<file path="src/rtl/sbca_pkg.sv">
// ----------------------------------------------------------------------------
// sbca_pkg: shared types and codes of the slab bitmap chunk allocator
// Result status codes, register layout, slab geometry and the result bundle.
// ----------------------------------------------------------------------------
package sbca_pkg;

	// result status codes
	localparam logic [2:0] ST_GRANTED     = 3'd0;
	localparam logic [2:0] ST_GRANTED_NEW = 3'd1;
	localparam logic [2:0] ST_OVERSIZE    = 3'd2;
	localparam logic [2:0] ST_NO_SLAB     = 3'd3;
	localparam logic [2:0] ST_FREED       = 3'd4;
	localparam logic [2:0] ST_FREE_FWD    = 3'd5;
	localparam logic [2:0] ST_IGNORED     = 3'd6;

	// request kinds
	localparam logic KIND_ALLOC = 1'b0;
	localparam logic KIND_FREE  = 1'b1;

	// configuration register
	localparam int          BB_W      = 22;
	localparam logic [21:0] BB_RESET  = 22'd262144;
	localparam logic [1:0]  ADDR_BB   = 2'd0;
	localparam int          REQ_W     = 32;

	// slab geometry, fixed by the request and result port widths
	localparam int CHUNKS_IN_SLAB = 8;
	localparam int SLAB_LIMIT     = 16;
	localparam int SLAB_W         = $clog2(SLAB_LIMIT);
	localparam int CHUNK_W        = $clog2(CHUNKS_IN_SLAB);
	localparam int USED_W         = $clog2(CHUNKS_IN_SLAB + 1);
	localparam int COUNT_W        = $clog2(SLAB_LIMIT + 1);

	typedef struct packed {
		logic [2:0] status;
		logic [3:0] slab_number;
		logic [2:0] chunk_number;
		logic [4:0] open_slabs;
	} sbca_result_t;

endpackage

</file>
<file path="src/rtl/sbca_slab_mem.sv">
// ----------------------------------------------------------------------------
// sbca_slab_mem: per-slab bitmap and used-count storage
// One write port, one read port with registered read data.
// ----------------------------------------------------------------------------
module sbca_slab_mem #(
	parameter int ROWS = 16,
	parameter int AW   = 4,
	parameter int BW   = 8,
	parameter int UW   = 4
) (
	input  logic          clk,
	input  logic          rd_en,
	input  logic [AW-1:0] rd_addr,
	output logic [BW-1:0] rd_bitmap,
	output logic [UW-1:0] rd_used,
	input  logic          wr_en,
	input  logic [AW-1:0] wr_addr,
	input  logic [BW-1:0] wr_bitmap,
	input  logic [UW-1:0] wr_used
);

	logic [BW-1:0] bitmap_mem [ROWS];
	logic [UW-1:0] used_mem [ROWS];

	always_ff @(posedge clk) begin
		if (wr_en) begin
			bitmap_mem[wr_addr] <= wr_bitmap;
			used_mem[wr_addr]   <= wr_used;
		end
	end

	always_ff @(posedge clk) begin
		if (rd_en) begin
			rd_bitmap <= bitmap_mem[rd_addr];
			rd_used   <= used_mem[rd_addr];
		end
	end

endmodule

</file>
<file path="src/rtl/sbca_seq.sv">
// ----------------------------------------------------------------------------
// sbca_seq: request sequencer of the slab allocator
// Scans slab rows one per cycle through the slab memory and decides grants.
// ----------------------------------------------------------------------------
module sbca_seq (
	input  logic                  clk,
	input  logic                  arst_n,
	input  logic                  start,
	output logic                  busy,
	input  logic                  kind,
	input  logic [31:0]           request_bytes,
	input  logic                  handle_null,
	input  logic [3:0]            free_slab,
	input  logic [2:0]            free_chunk,
	input  logic [21:0]           block_bytes,
	output logic                  done,
	output sbca_pkg::sbca_result_t result,
	output logic                  rd_en,
	output logic [sbca_pkg::SLAB_W-1:0]         rd_addr,
	input  logic [sbca_pkg::CHUNKS_IN_SLAB-1:0] rd_bitmap,
	input  logic [sbca_pkg::USED_W-1:0]         rd_used,
	output logic                  wr_en,
	output logic [sbca_pkg::SLAB_W-1:0]         wr_addr,
	output logic [sbca_pkg::CHUNKS_IN_SLAB-1:0] wr_bitmap,
	output logic [sbca_pkg::USED_W-1:0]         wr_used
);
	import sbca_pkg::*;

	localparam int SW  = SLAB_W;
	localparam int CW  = CHUNK_W;
	localparam int UW  = USED_W;
	localparam int CNW = COUNT_W;

	localparam logic [1:0] S_IDLE = 2'd0;
	localparam logic [1:0] S_EVAL = 2'd1;
	localparam logic [1:0] S_SCAN = 2'd2;
	localparam logic [1:0] S_FCHK = 2'd3;

	logic [1:0]    state_q, state_d;
	logic          kind_q;
	logic [31:0]   req_q;
	logic          null_q;
	logic [3:0]    fslab_q;
	logic [2:0]    fchunk_q;
	logic [CNW-1:0] scan_q, scan_d;
	logic          pend_q, pend_d;
	logic [SW-1:0] chk_q, chk_d;
	logic [CNW-1:0] count_q, count_d;
	logic          done_q, done_d;
	sbca_result_t  res_q, res_d;

	logic          row_open;
	logic          hit;
	logic          issue;
	logic          ff_found;
	logic [CW-1:0] ff_idx;
	logic          free_ok;
	logic          bit_set;

	// lowest clear bit of the row just read
	always_comb begin
		ff_found = 1'b0;
		ff_idx   = '0;
		for (int c = 0; c < CHUNKS_IN_SLAB; c++) begin
			if (!rd_bitmap[c] && !ff_found) begin
				ff_found = 1'b1;
				ff_idx   = CW'(c);
			end
		end
	end

	assign row_open = 32'(rd_used) < CHUNKS_IN_SLAB;
	assign hit      = pend_q && row_open;
	assign issue    = scan_q < count_q;
	assign free_ok  = (32'(fslab_q) < 32'(count_q)) && (32'(fchunk_q) < CHUNKS_IN_SLAB);
	assign bit_set  = rd_bitmap[CW'(fchunk_q)];

	always_comb begin
		state_d   = state_q;
		scan_d    = scan_q;
		pend_d    = pend_q;
		chk_d     = chk_q;
		count_d   = count_q;
		done_d    = 1'b0;
		res_d     = res_q;
		rd_en     = 1'b0;
		rd_addr   = scan_q[SW-1:0];
		wr_en     = 1'b0;
		wr_addr   = chk_q;
		wr_bitmap = rd_bitmap;
		wr_used   = rd_used;
		unique case (state_q)
			S_IDLE: begin
				if (start) begin
					state_d = S_EVAL;
				end
			end
			S_EVAL: begin
				res_d = '{status: ST_IGNORED, slab_number: 4'd0, chunk_number: 3'd0,
					open_slabs: 5'(count_q)};
				if (kind_q == KIND_ALLOC) begin
					if (req_q > {10'd0, block_bytes}) begin
						res_d.status = ST_OVERSIZE;
						done_d       = 1'b1;
						state_d      = S_IDLE;
					end else begin
						scan_d  = '0;
						pend_d  = 1'b0;
						state_d = S_SCAN;
					end
				end else if (null_q) begin
					res_d.status = ST_IGNORED;
					done_d       = 1'b1;
					state_d      = S_IDLE;
				end else if (!free_ok) begin
					res_d.status = ST_FREE_FWD;
					done_d       = 1'b1;
					state_d      = S_IDLE;
				end else begin
					rd_en   = 1'b1;
					rd_addr = SW'(fslab_q);
					state_d = S_FCHK;
				end
			end
			S_SCAN: begin
				priority if (hit) begin
					// grant lowest free chunk of the row checked this cycle
					wr_en     = 1'b1;
					wr_addr   = chk_q;
					wr_bitmap = rd_bitmap | (CHUNKS_IN_SLAB'(1) << ff_idx);
					wr_used   = rd_used + UW'(1);
					res_d.status       = ST_GRANTED;
					res_d.slab_number  = 4'(chk_q);
					res_d.chunk_number = 3'(ff_idx);
					done_d  = 1'b1;
					state_d = S_IDLE;
				end else if (issue) begin
					rd_en  = 1'b1;
					chk_d  = scan_q[SW-1:0];
					pend_d = 1'b1;
					scan_d = scan_q + CNW'(1);
				end else if (32'(count_q) >= SLAB_LIMIT) begin
					res_d.status = ST_NO_SLAB;
					done_d       = 1'b1;
					state_d      = S_IDLE;
				end else begin
					// open a new slab holding only chunk 0
					wr_en     = 1'b1;
					wr_addr   = count_q[SW-1:0];
					wr_bitmap = CHUNKS_IN_SLAB'(1);
					wr_used   = UW'(1);
					count_d   = count_q + CNW'(1);
					res_d.status       = ST_GRANTED_NEW;
					res_d.slab_number  = 4'(count_q);
					res_d.chunk_number = 3'd0;
					res_d.open_slabs   = 5'(count_q + CNW'(1));
					done_d  = 1'b1;
					state_d = S_IDLE;
				end
			end
			S_FCHK: begin
				wr_addr = SW'(fslab_q);
				if (bit_set) begin
					wr_en     = 1'b1;
					wr_bitmap = rd_bitmap & ~(CHUNKS_IN_SLAB'(1) << CW'(fchunk_q));
					wr_used   = (rd_used != '0) ? rd_used - UW'(1) : rd_used;
					res_d.status       = ST_FREED;
					res_d.slab_number  = fslab_q;
					res_d.chunk_number = fchunk_q;
				end else begin
					res_d.status = ST_FREE_FWD;
				end
				done_d  = 1'b1;
				state_d = S_IDLE;
			end
			default: begin
				state_d = S_IDLE;
			end
		endcase
	end

	always_ff @(posedge clk or negedge arst_n) begin
		if (!arst_n) begin
			state_q <= S_IDLE;
			scan_q  <= '0;
			pend_q  <= 1'b0;
			count_q <= '0;
			done_q  <= 1'b0;
		end else begin
			state_q <= state_d;
			scan_q  <= scan_d;
			pend_q  <= pend_d;
			count_q <= count_d;
			done_q  <= done_d;
		end
	end

	// request fields and result payload carry no reset
	always_ff @(posedge clk) begin
		if (start && state_q == S_IDLE) begin
			kind_q   <= kind;
			req_q    <= request_bytes;
			null_q   <= handle_null;
			fslab_q  <= free_slab;
			fchunk_q <= free_chunk;
		end
		chk_q <= chk_d;
		res_q <= res_d;
	end

	assign busy   = state_q != S_IDLE;
	assign done   = done_q;
	assign result = res_q;

endmodule

</file>
<file path="src/rtl/slab_bitmap_chunk_allocator.sv">
// ----------------------------------------------------------------------------
// slab_bitmap_chunk_allocator: first-fit chunk allocator over slab bitmaps
// Grants the lowest free chunk of the lowest non-full slab, opens new slabs
// on demand, frees chunks, and forwards oversize or foreign requests.
// ----------------------------------------------------------------------------
//
//  channel   | handshake                     | payload
//  ----------+-------------------------------+---------------------------------
//  request   | start in, busy out            | kind, request_bytes, handle_null,
//            |                               | free_slab, free_chunk
//  result    | done strobe, one cycle        | status, slab_number,
//            |                               | chunk_number, open_slabs
//  config    | APB psel/penable/pwrite/pready| paddr, pwdata, prdata
//
// A request is taken when start is high and busy is low. Oversize, null and
// out-of-range frees are answered from the evaluate state; a free of an open
// slab first reads its row. An allocate reads one slab row per cycle through
// the single memory read port, scanning at most SLAB_LIMIT rows.
// The result strobe lasts one cycle and cannot be stalled; busy drops in the
// same cycle, so the next request may be taken right away.
// Reset clears the open slab count; rows above that count are never read, so
// the slab memory needs no clearing pass.
// ----------------------------------------------------------------------------
module slab_bitmap_chunk_allocator (
	input  logic        clk,
	input  logic        arst_n,
	// request channel
	input  logic        start,
	output logic        busy,
	input  logic        kind,
	input  logic [31:0] request_bytes,
	input  logic        handle_null,
	input  logic [3:0]  free_slab,
	input  logic [2:0]  free_chunk,
	// result channel
	output logic        done,
	output logic [2:0]  status,
	output logic [3:0]  slab_number,
	output logic [2:0]  chunk_number,
	output logic [4:0]  open_slabs,
	// configuration port
	input  logic        psel,
	input  logic        penable,
	input  logic        pwrite,
	input  logic [1:0]  paddr,
	input  logic [31:0] pwdata,
	output logic [31:0] prdata,
	output logic        pready
);
	import sbca_pkg::*;

	localparam int SW  = SLAB_W;
	localparam int UW  = USED_W;

	logic [BB_W-1:0]           block_bytes_q;
	sbca_result_t              result;
	logic                      rd_en;
	logic [SW-1:0]             rd_addr;
	logic [CHUNKS_IN_SLAB-1:0] rd_bitmap;
	logic [UW-1:0]             rd_used;
	logic                      wr_en;
	logic [SW-1:0]             wr_addr;
	logic [CHUNKS_IN_SLAB-1:0] wr_bitmap;
	logic [UW-1:0]             wr_used;

	// write block size only at the access phase of a write to its address
	always_ff @(posedge clk or negedge arst_n) begin
		if (!arst_n) begin
			block_bytes_q <= BB_RESET;
		end else if (psel && penable && pwrite && pready && paddr == ADDR_BB) begin
			block_bytes_q <= pwdata[BB_W-1:0];
		end
	end

	assign pready = 1'b1;
	assign prdata = (paddr == ADDR_BB) ? {10'd0, block_bytes_q} : 32'd0;

	sbca_seq u_seq (
		.clk           (clk),
		.arst_n        (arst_n),
		.start         (start),
		.busy          (busy),
		.kind          (kind),
		.request_bytes (request_bytes),
		.handle_null   (handle_null),
		.free_slab     (free_slab),
		.free_chunk    (free_chunk),
		.block_bytes   (block_bytes_q),
		.done          (done),
		.result        (result),
		.rd_en         (rd_en),
		.rd_addr       (rd_addr),
		.rd_bitmap     (rd_bitmap),
		.rd_used       (rd_used),
		.wr_en         (wr_en),
		.wr_addr       (wr_addr),
		.wr_bitmap     (wr_bitmap),
		.wr_used       (wr_used)
	);

	sbca_slab_mem #(
		.ROWS (SLAB_LIMIT),
		.AW   (SW),
		.BW   (CHUNKS_IN_SLAB),
		.UW   (UW)
	) u_mem (
		.clk       (clk),
		.rd_en     (rd_en),
		.rd_addr   (rd_addr),
		.rd_bitmap (rd_bitmap),
		.rd_used   (rd_used),
		.wr_en     (wr_en),
		.wr_addr   (wr_addr),
		.wr_bitmap (wr_bitmap),
		.wr_used   (wr_used)
	);

	assign status       = result.status;
	assign slab_number  = result.slab_number;
	assign chunk_number = result.chunk_number;
	assign open_slabs   = result.open_slabs;

endmodule

</file>
<file path="config.mk">
export PLATFORM = sky130hd
export DESIGN_NAME = slab_bitmap_chunk_allocator
export DESIGN_NICKNAME = d
export VERILOG_FILES = /design/src/rtl/sbca_pkg.sv /design/src/rtl/sbca_slab_mem.sv /design/src/rtl/sbca_seq.sv /design/src/rtl/slab_bitmap_chunk_allocator.sv
export SDC_FILE = /design/constraint.sdc
export NUM_CORES = 1
export LEC_CHECK = 0
export ABC_AREA = 0
export ABC_CLOCK_PERIOD_IN_PS = 6500
export BUFFER_PORTS_ARGS = -buffer_cell sky130_fd_sc_hd__buf_2
export CAP_MARGIN = 20
export CORE_UTILIZATION = 25
export DETAILED_ROUTE_END_ITERATION = 12
export MAX_ROUTING_LAYER = met4
export SLEW_MARGIN = 15
export SYNTH_ARGS = -nofsm -noshare
export SYNTH_HDL_FRONTEND = slang
export SYNTH_SLANG_ARGS = --single-unit
export TNS_END_PERCENT = 1
</file>
<file path="constraint.sdc">
create_clock -name clk -period 6.5 [get_ports clk]
set_clock_uncertainty 0.1 [all_clocks]
set_input_delay 0.325 -clock clk [delete_from_list [all_inputs] [get_ports clk]]
set_output_delay 0.325 -clock clk [all_outputs]
set_load 0.02 [all_outputs]
</file>
==> results of run 1 <==
-- state kept, by name, indices dropped and copies added, names as in the netlist --
| name | count |
|---|---|
| u_seq.pend_q | 1 |
| u_seq.scan_q | 5 |
| u_seq.kind_q | 1 |
| u_mem.rd_used | 4 |
| u_seq.null_q | 1 |
| block_bytes_q | 22 |
| u_seq.chk_q | 4 |
| u_mem.used_mem | 64 |
| u_seq.fchunk_q | 3 |
| u_seq.done | 1 |
| u_seq.count_q | 5 |
| u_seq.fslab_q | 4 |
| u_seq.result | 15 |
| u_mem.rd_bitmap | 8 |
| u_seq.req_q | 32 |
| u_seq.state_q | 2 |
| u_mem.bitmap_mem | 128 |
-- power breakdown --
part | switching (mW) | internal [mW]
Combinational | 0.613 | 0.319
Clock | 0.758 | 1.08
Sequential | 0.0781 | 2.32
-- cell usage after synthesis, drive strengths merged, types with 15 or more instances --
cell / count
nor3: 29
nand3: 19
clkbuf: 34
nand2: 83
a221o: 15
a211o: 51
a21oi: 79
mux2: 18
dfrtp: 35
and3: 51
inv: 43
buf: 36
o21ai: 65
ha: 39
nor2: 46
mux2i: 18
edfxtp: 264
-- kinds of logic (layout without fill, tap and decap cells) --
group           Yosys count  in the layout
fa+ha+maj                39             39
flops                   300            300
xor+xnor                  8              8
mux                      38             38
buf+inv                 113            311
compound gates          284            284
simple gates            272            272
other cells               2             12
-- how the worst max path moves through the flow --
stage | from | endpoint | slack [ps] | cells past startpoint
floorplan | u_seq.count_q[2]$_DFFE_PN0P_ | u_mem.used_mem[0][0]$_DFFE_PP_ | 3350 | 7
global placement | u_seq.state_q[1]$_DFFE_PN0P_ | u_mem.rd_used[2]$_DFFE_PP_ | 2250 | 10
detailed placement | u_seq.state_q[1]$_DFFE_PN0P_ | u_mem.rd_bitmap[5]$_DFFE_PP_ | 2150 | 10
CTS | u_seq.state_q[1]$_DFFE_PN0P_ | u_mem.rd_bitmap[5]$_DFFE_PP_ | 2110 | 10
global route | u_seq.state_q[1]$_DFFE_PN0P_ | u_mem.rd_bitmap[6]$_DFFE_PP_ | 1810 | 10
finish | u_seq.state_q[1]$_DFFE_PN0P_ | u_mem.rd_bitmap[4]$_DFFE_PP_ | 2080 | 10
-- routing by layer --
layer | vias up | share of wire
met3 | 70 | 0.052
met1 | 4676 | 0.44
met4 | 0 | 0.027
li1 | 4394 | -
met2 | 287 | 0.49
met5 | - | 0
-- final cells by class --
class | count | area, um^2 | share of cell area
multi-input cells | 652 | 4490 | 0.266
repair buffers | 206 | 1430 | 0.0850
clock inverters | 18 | 123 | 0.00727
inverters | 43 | 161 | 0.00957
clock buffers | 44 | 952 | 0.0565
well taps | 696 | 871 | 0.0517
diodes | 1 | 2.50 | 0.000148
flip-flops and latches | 300 | 8830 | 0.524
-- critical path: cells and delay by family, from the launching register on --
| kind | cells | cell delay, ps |
|---|---|---|
| AND/OR/NAND/NOR | 3 | 1670 |
| AO/OA/AOI/OAI | 4 | 990 |
| buffers and inverters | 2 | 510 |
| adder cells (fa/ha/maj) | 1 | 440 |
| flip-flops | 1 | 420 |
==> impl_metrics.json, run 1 <==
{
  "rr_endpoint": "u_mem.rd_bitmap[4]$_DFFE_PP_",
  "async_reset_ff_frac": 0.120,
  "slowest_delay_ps": 850,
  "grt_overflow": 0,
  "synth-seq-cells": 300,
  "synth_top_family_by_area": "compound AO/OA/AOI/OAI gates",
  "finalSetupViolations": 0,
  "cts.sinks": 300,
  "cts_buffers": 35,
  "crit_path_start_kind": "register",
  "clock.fmax_mhz": 226,
  "clk_pin_slew_ps": 60,
  "dr.first_iter.drc_count": 818,
  "synth_xor_area_frac": 0.00510,
  "arrival_ps": 4570,
  "cts_setup_buffers": 0,
  "syn2layout_area_growth_pct": 22.7,
  "slew_violations": 0,
  "portBuffers": 109,
  "synthAdderAreaFrac": 0.0355,
  "synth_cells": 1056,
  "hold_depth": 3,
  "cts.path.max_buffers": 3,
  "r2r_start": "u_seq.state_q[1]$_DFFE_PN0P_",
  "max_slew.worst_pin.slew_ps": 1070,
  "hold_viol_final": 0,
  "maxCapViolations": 0,
  "route.detailed.wl_per_inst_um": 17.8,
  "finalPower_mw": 5.16,
  "cts_root_buf": "clkbuf_16",
  "dr.pass1.iters": 5,
  "yosysTopAreaCell": "edfxtp_1",
  "hp-start": "start",
  "fin_crit_sh": 0.680,
  "cp_max_fo": 26,
  "grt_use_total": 0.126,
  "whs_ps": 169,
  "die_area_um2": 55900,
  "coreArea_um2": 54000,
  "grt_use_met2": 0.203,
  "synth_mux_area_frac": 0.0320,
  "avgSynthCellArea_um2": 13.0,
  "required_ps": 6650,
  "powerDensity_nw_per_um2": 306,
  "mostFrequentLayoutCells": "264 x edfxtp_1, 109 x buf_2, 82 x nand2_1",
  "final_cells": 1960,
  "pin_count": 131,
  "synthTopCellsByArea": "edfxtp_1 58%, dfrtp_1 6.4%, ha_1 3.6%",
  "synth_compound_gate_area_share": 0.144,
  "hold_class": "in2reg",
  "cts_tree": "built",
  "rr_worst_depth": 10,
  "netlist_area_um2": 13700,
  "synth_top_area_share": 0.577,
  "yosys.area_share.simple": 0.102,
  "worst_path_max_delay_cell": "and2_1",
  "htreeDepth": 2,
  "crit_chain": "inv_1 -> ha_1 -> and4bb_4 -> o211ai_1 -> nand3_2 -> buf_4 -> and2_1 -> a21oi_1 -> a221o_1 -> o32ai_1",
  "ys_warn_count": 0,
  "cts-resized-gates": 0,
  "clock_latency_ps": 520,
  "grt_pass1_wl_um": 53600,
  "synth_edf_count": 264,
  "dp_slack_ps": 2150,
  "rsz0062_at_grt": "no",
  "final_common_cell": "edfxtp_1",
  "dpl_cell_area_um2": 15100,
  "setup_tns_ps": 0,
  "p_leak_nw": 6.10,
  "seq_area_frac_synth": 0.643,
  "critical_path_class": "reg2reg",
  "die_x_um": 236,
  "finalWorstSetupSlack_ps": 2080,
  "nets": 1358,
  "final_cell_area_um2": 16900,
  "ant_nets": 0,
  "num-fill-cells": 5369,
  "outcome": "finished clean",
  "hold_buffers": 64,
  "globalRouteMet3Util": 0.0205,
  "busiest_layer": "met2",
  "initial_core_util": 0.254,
  "r2r_slack_ps": 2080,
  "synth.distinct_cells": 73,
  "dp.cells": 1830,
  "endpoint_kind": "register",
  "via_per_inst": 4.81,
  "utilization": 0.312,
  "grt_pass1_vias": 9288,
  "num_vias": 9427,
  "grt_util_met1": 0.160,
  "wirelength_um": 35000,
  "grt_max_degree": 48,
  "hold_end": "u_seq.null_q$_DFFE_PP_",
  "drive_gt1_frac": 0.186,
  "row_count": 85,
  "dp_hpwl_um": 23100,
  "post-route-min-period_ps": 4420,
  "drc": 0,
  "synth_flop_cell": "edfxtp_1",
  "die_h_um": 236,
  "gp_congestion": 0.880,
  "irDropWorstVdd_v": 0.000153,
  "grt_antenna_before_repair": 1,
  "slew-limit-headroom": 0.285
}
No activity file was read; power rests on OpenSTA's default activity.
==> inputs of run 2 (changes only) <==
- ABC_CLOCK_PERIOD_IN_PS: 6500 -> 4250
- clock period: 6.5 -> 4.25 ns (I/O delays scaled with it)
==> run 2 against run 1 <==
Against the previous run:
- power is 51% higher
- critical path depth unchanged
- maximum frequency grew 25%
- utilization barely moved
- worst setup slack worse by 1400 ps
- cell area barely moved
- sequential share of layout area about the same
- count of clock-buffer cells in the layout is 4 higher
- first-iteration DRC count increased by 28%
==> impl_metrics.json, run 2 (same netlist as run 1, synthesis figures left out) <==
{
  "grt_pass1_vias": 9513,
  "nets": 1366,
  "mostFrequentLayoutCells": "264 x edfxtp_1, 109 x buf_2, 82 x nand2_1",
  "p_seq_frac": 0.470,
  "grt_max_degree": 55,
  "pin_count": 131,
  "cp_max_fo": 54,
  "grt_antenna_before_repair": 0,
  "setup_tns_ps": 0,
  "dr.first_iter.drc_count": 1051,
  "endpoint_kind": "register",
  "route.detailed.wl_per_inst_um": 18.3,
  "antenna_cells": 0,
  "p_leak_nw": 6.12,
  "cts_setup_buffers": 0,
  "initial_core_util": 0.254,
  "hold_class": "in2reg",
  "drc": 0,
  "via_per_inst": 4.84,
  "portBuffers": 109,
  "clock.fmax_mhz": 282,
  "finalWorstSetupSlack_ps": 702,
  "hold_depth": 4,
  "row_count": 85,
  "internal_power_mw": 5.62,
  "maxCapViolations": 0,
  "finalSetupViolations": 0,
  "largest_reg_flops": 128,
  "cts_buffers": 34,
  "cts.path.max_buffers": 3,
  "num_vias": 9522,
  "die_x_um": 236,
  "required_ps": 4400,
  "hold_end": "u_seq.state_q[1]$_DFFE_PN0P_",
  "syn2layout_area_growth_pct": 22.8,
  "irDropWorstVdd_v": 0.000227,
  "cts_tree": "built",
  "rr_worst_depth": 10,
  "grt_overflow": 0,
  "slew_violations": 0,
  "worst_path_max_delay_cell": "o21ai_4",
  "slowest_delay_ps": 540,
  "dpl_cell_area_um2": 15200,
  "hp-start": "start",
  "p_switching_mw": 2.17,
  "max_slew.worst_pin.slew_ps": 861,
  "cts_root_buf": "clkbuf_16",
  "crit_path_start_kind": "register",
  "reg_top3": "u_mem.bitmap_mem x128, u_mem.used_mem x64, u_seq.req_q x32",
  "top_layer_used": "met4",
  "powerDensity_nw_per_um2": 462,
  "utilization": 0.312,
  "final_common_cell": "edfxtp_1",
  "r2r_start": "u_seq.state_q[1]$_DFFE_PN0P_",
  "clk_pin_slew_ps": 60,
  "wirelength_um": 35900,
  "drive_gt1_frac": 0.189,
  "wl_met2_um": 17500,
  "r2r_slack_ps": 700,
  "cts-resized-gates": 0,
  "grt_use_total": 0.131,
  "outcome": "finished clean",
  "slew-limit-headroom": 0.426,
  "post-route-min-period_ps": 3550,
  "gp_congestion": 0.865,
  "clock_latency_ps": 520,
  "crit_chain": "inv_1 -> ha_1 -> and4bb_4 -> a32o_2 -> o21ai_4 -> nand2_4 -> buf_12 -> a211o_1 -> a21oi_1 -> o32ai_1",
  "hold_viol_final": 0,
  "die_area_um2": 55900,
  "ant_nets": 0,
  "critical_path_class": "reg2reg",
  "whs_ps": 108,
  "cts.sinks": 300,
  "swShare": 0.279,
  "rr_endpoint": "u_mem.rd_used[1]$_DFFE_PP_",
  "final_cell_area_um2": 16900,
  "wl_met1_um": 15600,
  "dp_hpwl_um": 23300,
  "htreeDepth": 2,
  "grt_pass1_wl_um": 55400,
  "pwr-share-clk": 0.348,
  "dr.pass1.iters": 6,
  "arrival_ps": 3700,
  "wl_met3_um": 1860,
  "rsz0062_at_grt": "no",
  "dp_slack_ps": 727,
  "coreArea_um2": 54000,
  "fin_crit_sh": 0.835,
  "p_comb_frac": 0.182,
  "die_h_um": 236,
  "regMostFlops": "u_mem.bitmap_mem"
}
[run 2: cell count changes in the layout (fill, tap and decap cells not counted), moves of 2 or more]
cell	delta
buf_4	+7
clkbuf_1	+5
mux2i_2	+2
buf_12	+2
clkbuf_16	-3
mux2i_4	-2
clkinv_1	-5
clkbuf_8	+2
clkinv_2	+2
clkinv_4	-3
[run 2: power by group through the flow]
stage	clock network (mW)	logic, mW	registers, mW
final	2.71	1.42	3.66
after global placement	0	1.34	3.71
after detailed placement	0	1.36	3.72
after global routing	2.87	1.56	3.69
after floorplan	0	0.850	3.77
after CTS	2.77	1.41	3.66
[run 2: worst max path at each step]
stage	startpoint	endpoint
finish	u_seq.state_q[1]$_DFFE_PN0P_	u_mem.rd_used[1]$_DFFE_PP_
global route	u_seq.state_q[1]$_DFFE_PN0P_	u_mem.rd_used[3]$_DFFE_PP_
CTS	u_seq.state_q[1]$_DFFE_PN0P_	u_mem.rd_used[3]$_DFFE_PP_
detailed placement	u_seq.state_q[1]$_DFFE_PN0P_	u_mem.rd_used[3]$_DFFE_PP_
global placement	u_seq.state_q[1]$_DFFE_PN0P_	u_mem.rd_bitmap[3]$_DFFE_PP_
floorplan	u_seq.count_q[2]$_DFFE_PN0P_	u_mem.used_mem[0][0]$_DFFE_PP_
[run 2: layer usage]
| metal | up-vias | GRT usage |
|---|---|---|
| met2 | 331 | 0.217 |
| met3 | 66 | 0.0185 |
| met4 | 0 | 0.0441 |
| met5 | - | - |
| met1 | 4725 | 0.164 |
| li1 | 4400 | - |
[run 2: cell type report]
type / count / area, um^2
Fill cell: 5325 / 37200
Sequential cell: 300 / 8830
Multi-Input combinational cell: 652 / 4460
Timing Repair Buffer: 215 / 1530
Clock buffer: 48 / 923
Tap cell: 696 / 871
Inverter: 43 / 161
Clock inverter: 12 / 96.3
[run 2: repair_timing]
item | 4_1_cts | 5_1_grt
endpoints found under the setup margin | 0 | 0
endpoints found under the hold margin | 98 | 0
hold buffers | 64 | 0
[run 2: worst max-delay path: cells and delay by family, from the launching register on]
kind / cells / cell delay, ps
fa+ha+maj: 1 / 340
flops: 1 / 400
compound gates: 5 / 1600
buf+inv: 2 / 360
simple gates: 2 / 430
[run 2: through the flow]
| stage | cells | power (mW) |
|---|---|---|
| CTS | 1966 | 7.84 |
| finish | 1966 | 7.79 |
| global placement | 1842 | 5.06 |
| global route | 1966 | 8.11 |
| floorplan | 1065 | 4.62 |
| detailed placement | 1842 | 5.08 |
==> inputs of run 3 (changes only) <==
- ABC_CLOCK_PERIOD_IN_PS: 4250 -> 3500
- clock period: 4.25 -> 3.5 ns (I/O delays scaled with it)
==> run 3 against run 2 <==
Against the previous run:
- clock power rose by 25%
- final cell count rose by 0.81%
- register-to-register slack got worse by 520 ps
- wire length rose by 1.7%
- count of clock-buffer cells in the layout fell by 15
- critical path depth fell by 1
- largest cell class unchanged
- highest routed layer unchanged
==> impl_metrics.json, run 3 (same netlist as run 1, synthesis figures left out) <==
{
  "outcome": "finished clean",
  "pwr-share-clk": 0.353,
  "die_x_um": 236,
  "powerDensity_nw_per_um2": 564,
  "pin_count": 131,
  "swShare": 0.280,
  "crit_buf_inv": 2,
  "die_area_um2": 55900,
  "clk_pin_slew_ps": 60,
  "slowest_delay_ps": 510,
  "ant_nets": 0,
  "slew-limit-headroom": 0.414,
  "clock.fmax_mhz": 301,
  "via_per_inst": 4.82,
  "htreeDepth": 1,
  "grt_overflow": 0,
  "cts_tree": "built",
  "grt_pass1_wl_um": 55900,
  "setup_tns_ps": 0,
  "regMostFlops": "u_mem.bitmap_mem",
  "wirelength_um": 36500,
  "slew_violations": 0,
  "die_h_um": 236,
  "max_slew.worst_pin.slew_ps": 879,
  "mostFrequentLayoutCells": "264 x edfxtp_1, 109 x buf_2, 82 x nand2_1",
  "reg_top3": "u_mem.bitmap_mem x128, u_mem.used_mem x64, u_seq.req_q x32",
  "grt_use_total": 0.132,
  "largest_reg_flops": 128,
  "drive_gt1_frac": 0.201,
  "worst_path_max_delay_cell": "or3b_1",
  "final_common_cell": "edfxtp_1",
  "num-fill-cells": 5346,
  "rsz0062_at_grt": "no",
  "route.detailed.wl_per_inst_um": 18.4,
  "clock_latency_ps": 570,
  "dr.first_iter.drc_count": 846,
  "finalWorstSetupSlack_ps": 181,
  "p_leak_nw": 6.24,
  "coreArea_um2": 54000,
  "dp_slack_ps": 213,
  "crit_family": "compound AO/OA/AOI/OAI gates",
  "cp_max_fo": 12,
  "num_vias": 9553,
  "initial_core_util": 0.254,
  "cts.path.max_buffers": 3,
  "gp_congestion": 0.860,
  "arrival_ps": 3470,
  "irDropWorstVdd_v": 0.000389,
  "drc": 0,
  "whs_ps": 170,
  "fin_crit_sh": 0.948,
  "crit_chain": "inv_1 -> ha_1 -> a211oi_1 -> o21ai_1 -> nand4_1 -> o211ai_1 -> or3b_1 -> nor2_1 -> buf_4",
  "hold_viol_final": 0,
  "utilization": 0.316,
  "critical_path_class": "reg2reg",
  "crit_path_start_kind": "register",
  "post-route-min-period_ps": 3320,
  "grt_antenna_before_repair": 1,
  "nets": 1380,
  "grt_max_degree": 50,
  "dp_hpwl_um": 24600,
  "p_switching_mw": 2.69,
  "row_count": 85,
  "cts_root_buf": "clkbuf_16",
  "dr.pass1.iters": 5,
  "p_comb_frac": 0.186,
  "endpoint_kind": "register",
  "hold_class": "in2async",
  "cts.sinks": 300,
  "required_ps": 3650,
  "syn2layout_area_growth_pct": 24.1,
  "cts_setup_buffers": 0,
  "maxCapViolations": 0,
  "finalSetupViolations": 0,
  "cts_buffers": 31,
  "portBuffers": 109,
  "grt_pass1_vias": 9500,
  "p_seq_frac": 0.461,
  "internal_power_mw": 6.93
}
run 3: cell count changes in the layout (fill, tap and decap cells not counted), moves of 3 or more:
cell / change
bufinv_16: +4
clkbuf_1: -10
buf_12: +3
buf_4: +12
clkbuf_16: -3
run 3: power groups by stage:
stage / logic [mW] / registers [mW] / clock network (mW)
after floorplan: 1.03 / 4.57 / 0
final: 1.79 / 4.43 / 3.39
after global routing: 1.97 / 4.46 / 3.61
after global placement: 1.70 / 4.50 / 0
after detailed placement: 1.74 / 4.51 / 0
after CTS: 1.80 / 4.44 / 3.46
run 3: repair_timing:
item	4_1_cts	5_1_grt
endpoints found under the setup margin	0	1
gates resized for setup	0	1
hold buffers	65	0
endpoints found under the hold margin	101	0
run 3: final timing paths:
check	startpoint	endpoint	slack [ps]	depth (start not counted)
setup reg to reg	u_seq.count_q[1]$_DFFE_PN0P_	u_mem.used_mem[8][0]$_DFFE_PP_	180	9
max in group asynchronous	arst_n	u_seq.count_q[0]$_DFFE_PN0P_	2580	2
hold / removal	arst_n	block_bytes_q[12]$_DFFE_PN0P_	170	2
min in group clk	penable	block_bytes_q[18]$_DFFE_PN1P_	190	4
setup / recovery	u_seq.count_q[1]$_DFFE_PN0P_	u_mem.used_mem[8][0]$_DFFE_PP_	180	9
hold reg to reg	u_seq.count_q[3]$_DFFE_PN0P_	u_seq.count_q[3]$_DFFE_PN0P_	450	1
run 3: area by class of cell:
| cell class | count | area [um^2] | share of cell area |
|---|---|---|---|
| timing repair buffer | 232 | 1700 | 0.0996 |
| sequential | 300 | 8830 | 0.518 |
| multi-input combinational | 652 | 4440 | 0.260 |
| antenna | 1 | 2.50 | 0.000147 |
| clock inverter | 25 | 268 | 0.0157 |
| tap | 696 | 871 | 0.0511 |
| clock buffer | 33 | 783 | 0.0459 |
| inverter | 43 | 161 | 0.00946 |
run 3: per-layer routing:
metal	vias up	global-route usage	wire (um)
li1	4433	-	-
met1	4787	0.167	16000
met2	276	0.223	18200
met3	57	0.0144	1670
met4	0	0.0344	709
met5	-	-	0
run 3: per-stage QoR:
step / cells / area, um^2 / total power [mW]
2_1_floorplan: 1065 / 13800 / 5.61
5_1_grt: 1982 / 17100 / 10.0
3_5_place_dp: 1858 / 15300 / 6.24
3_3_place_gp: 1858 / 15300 / 6.20
4_1_cts: 1981 / 17000 / 9.70
6_report: 1982 / 17100 / 9.62
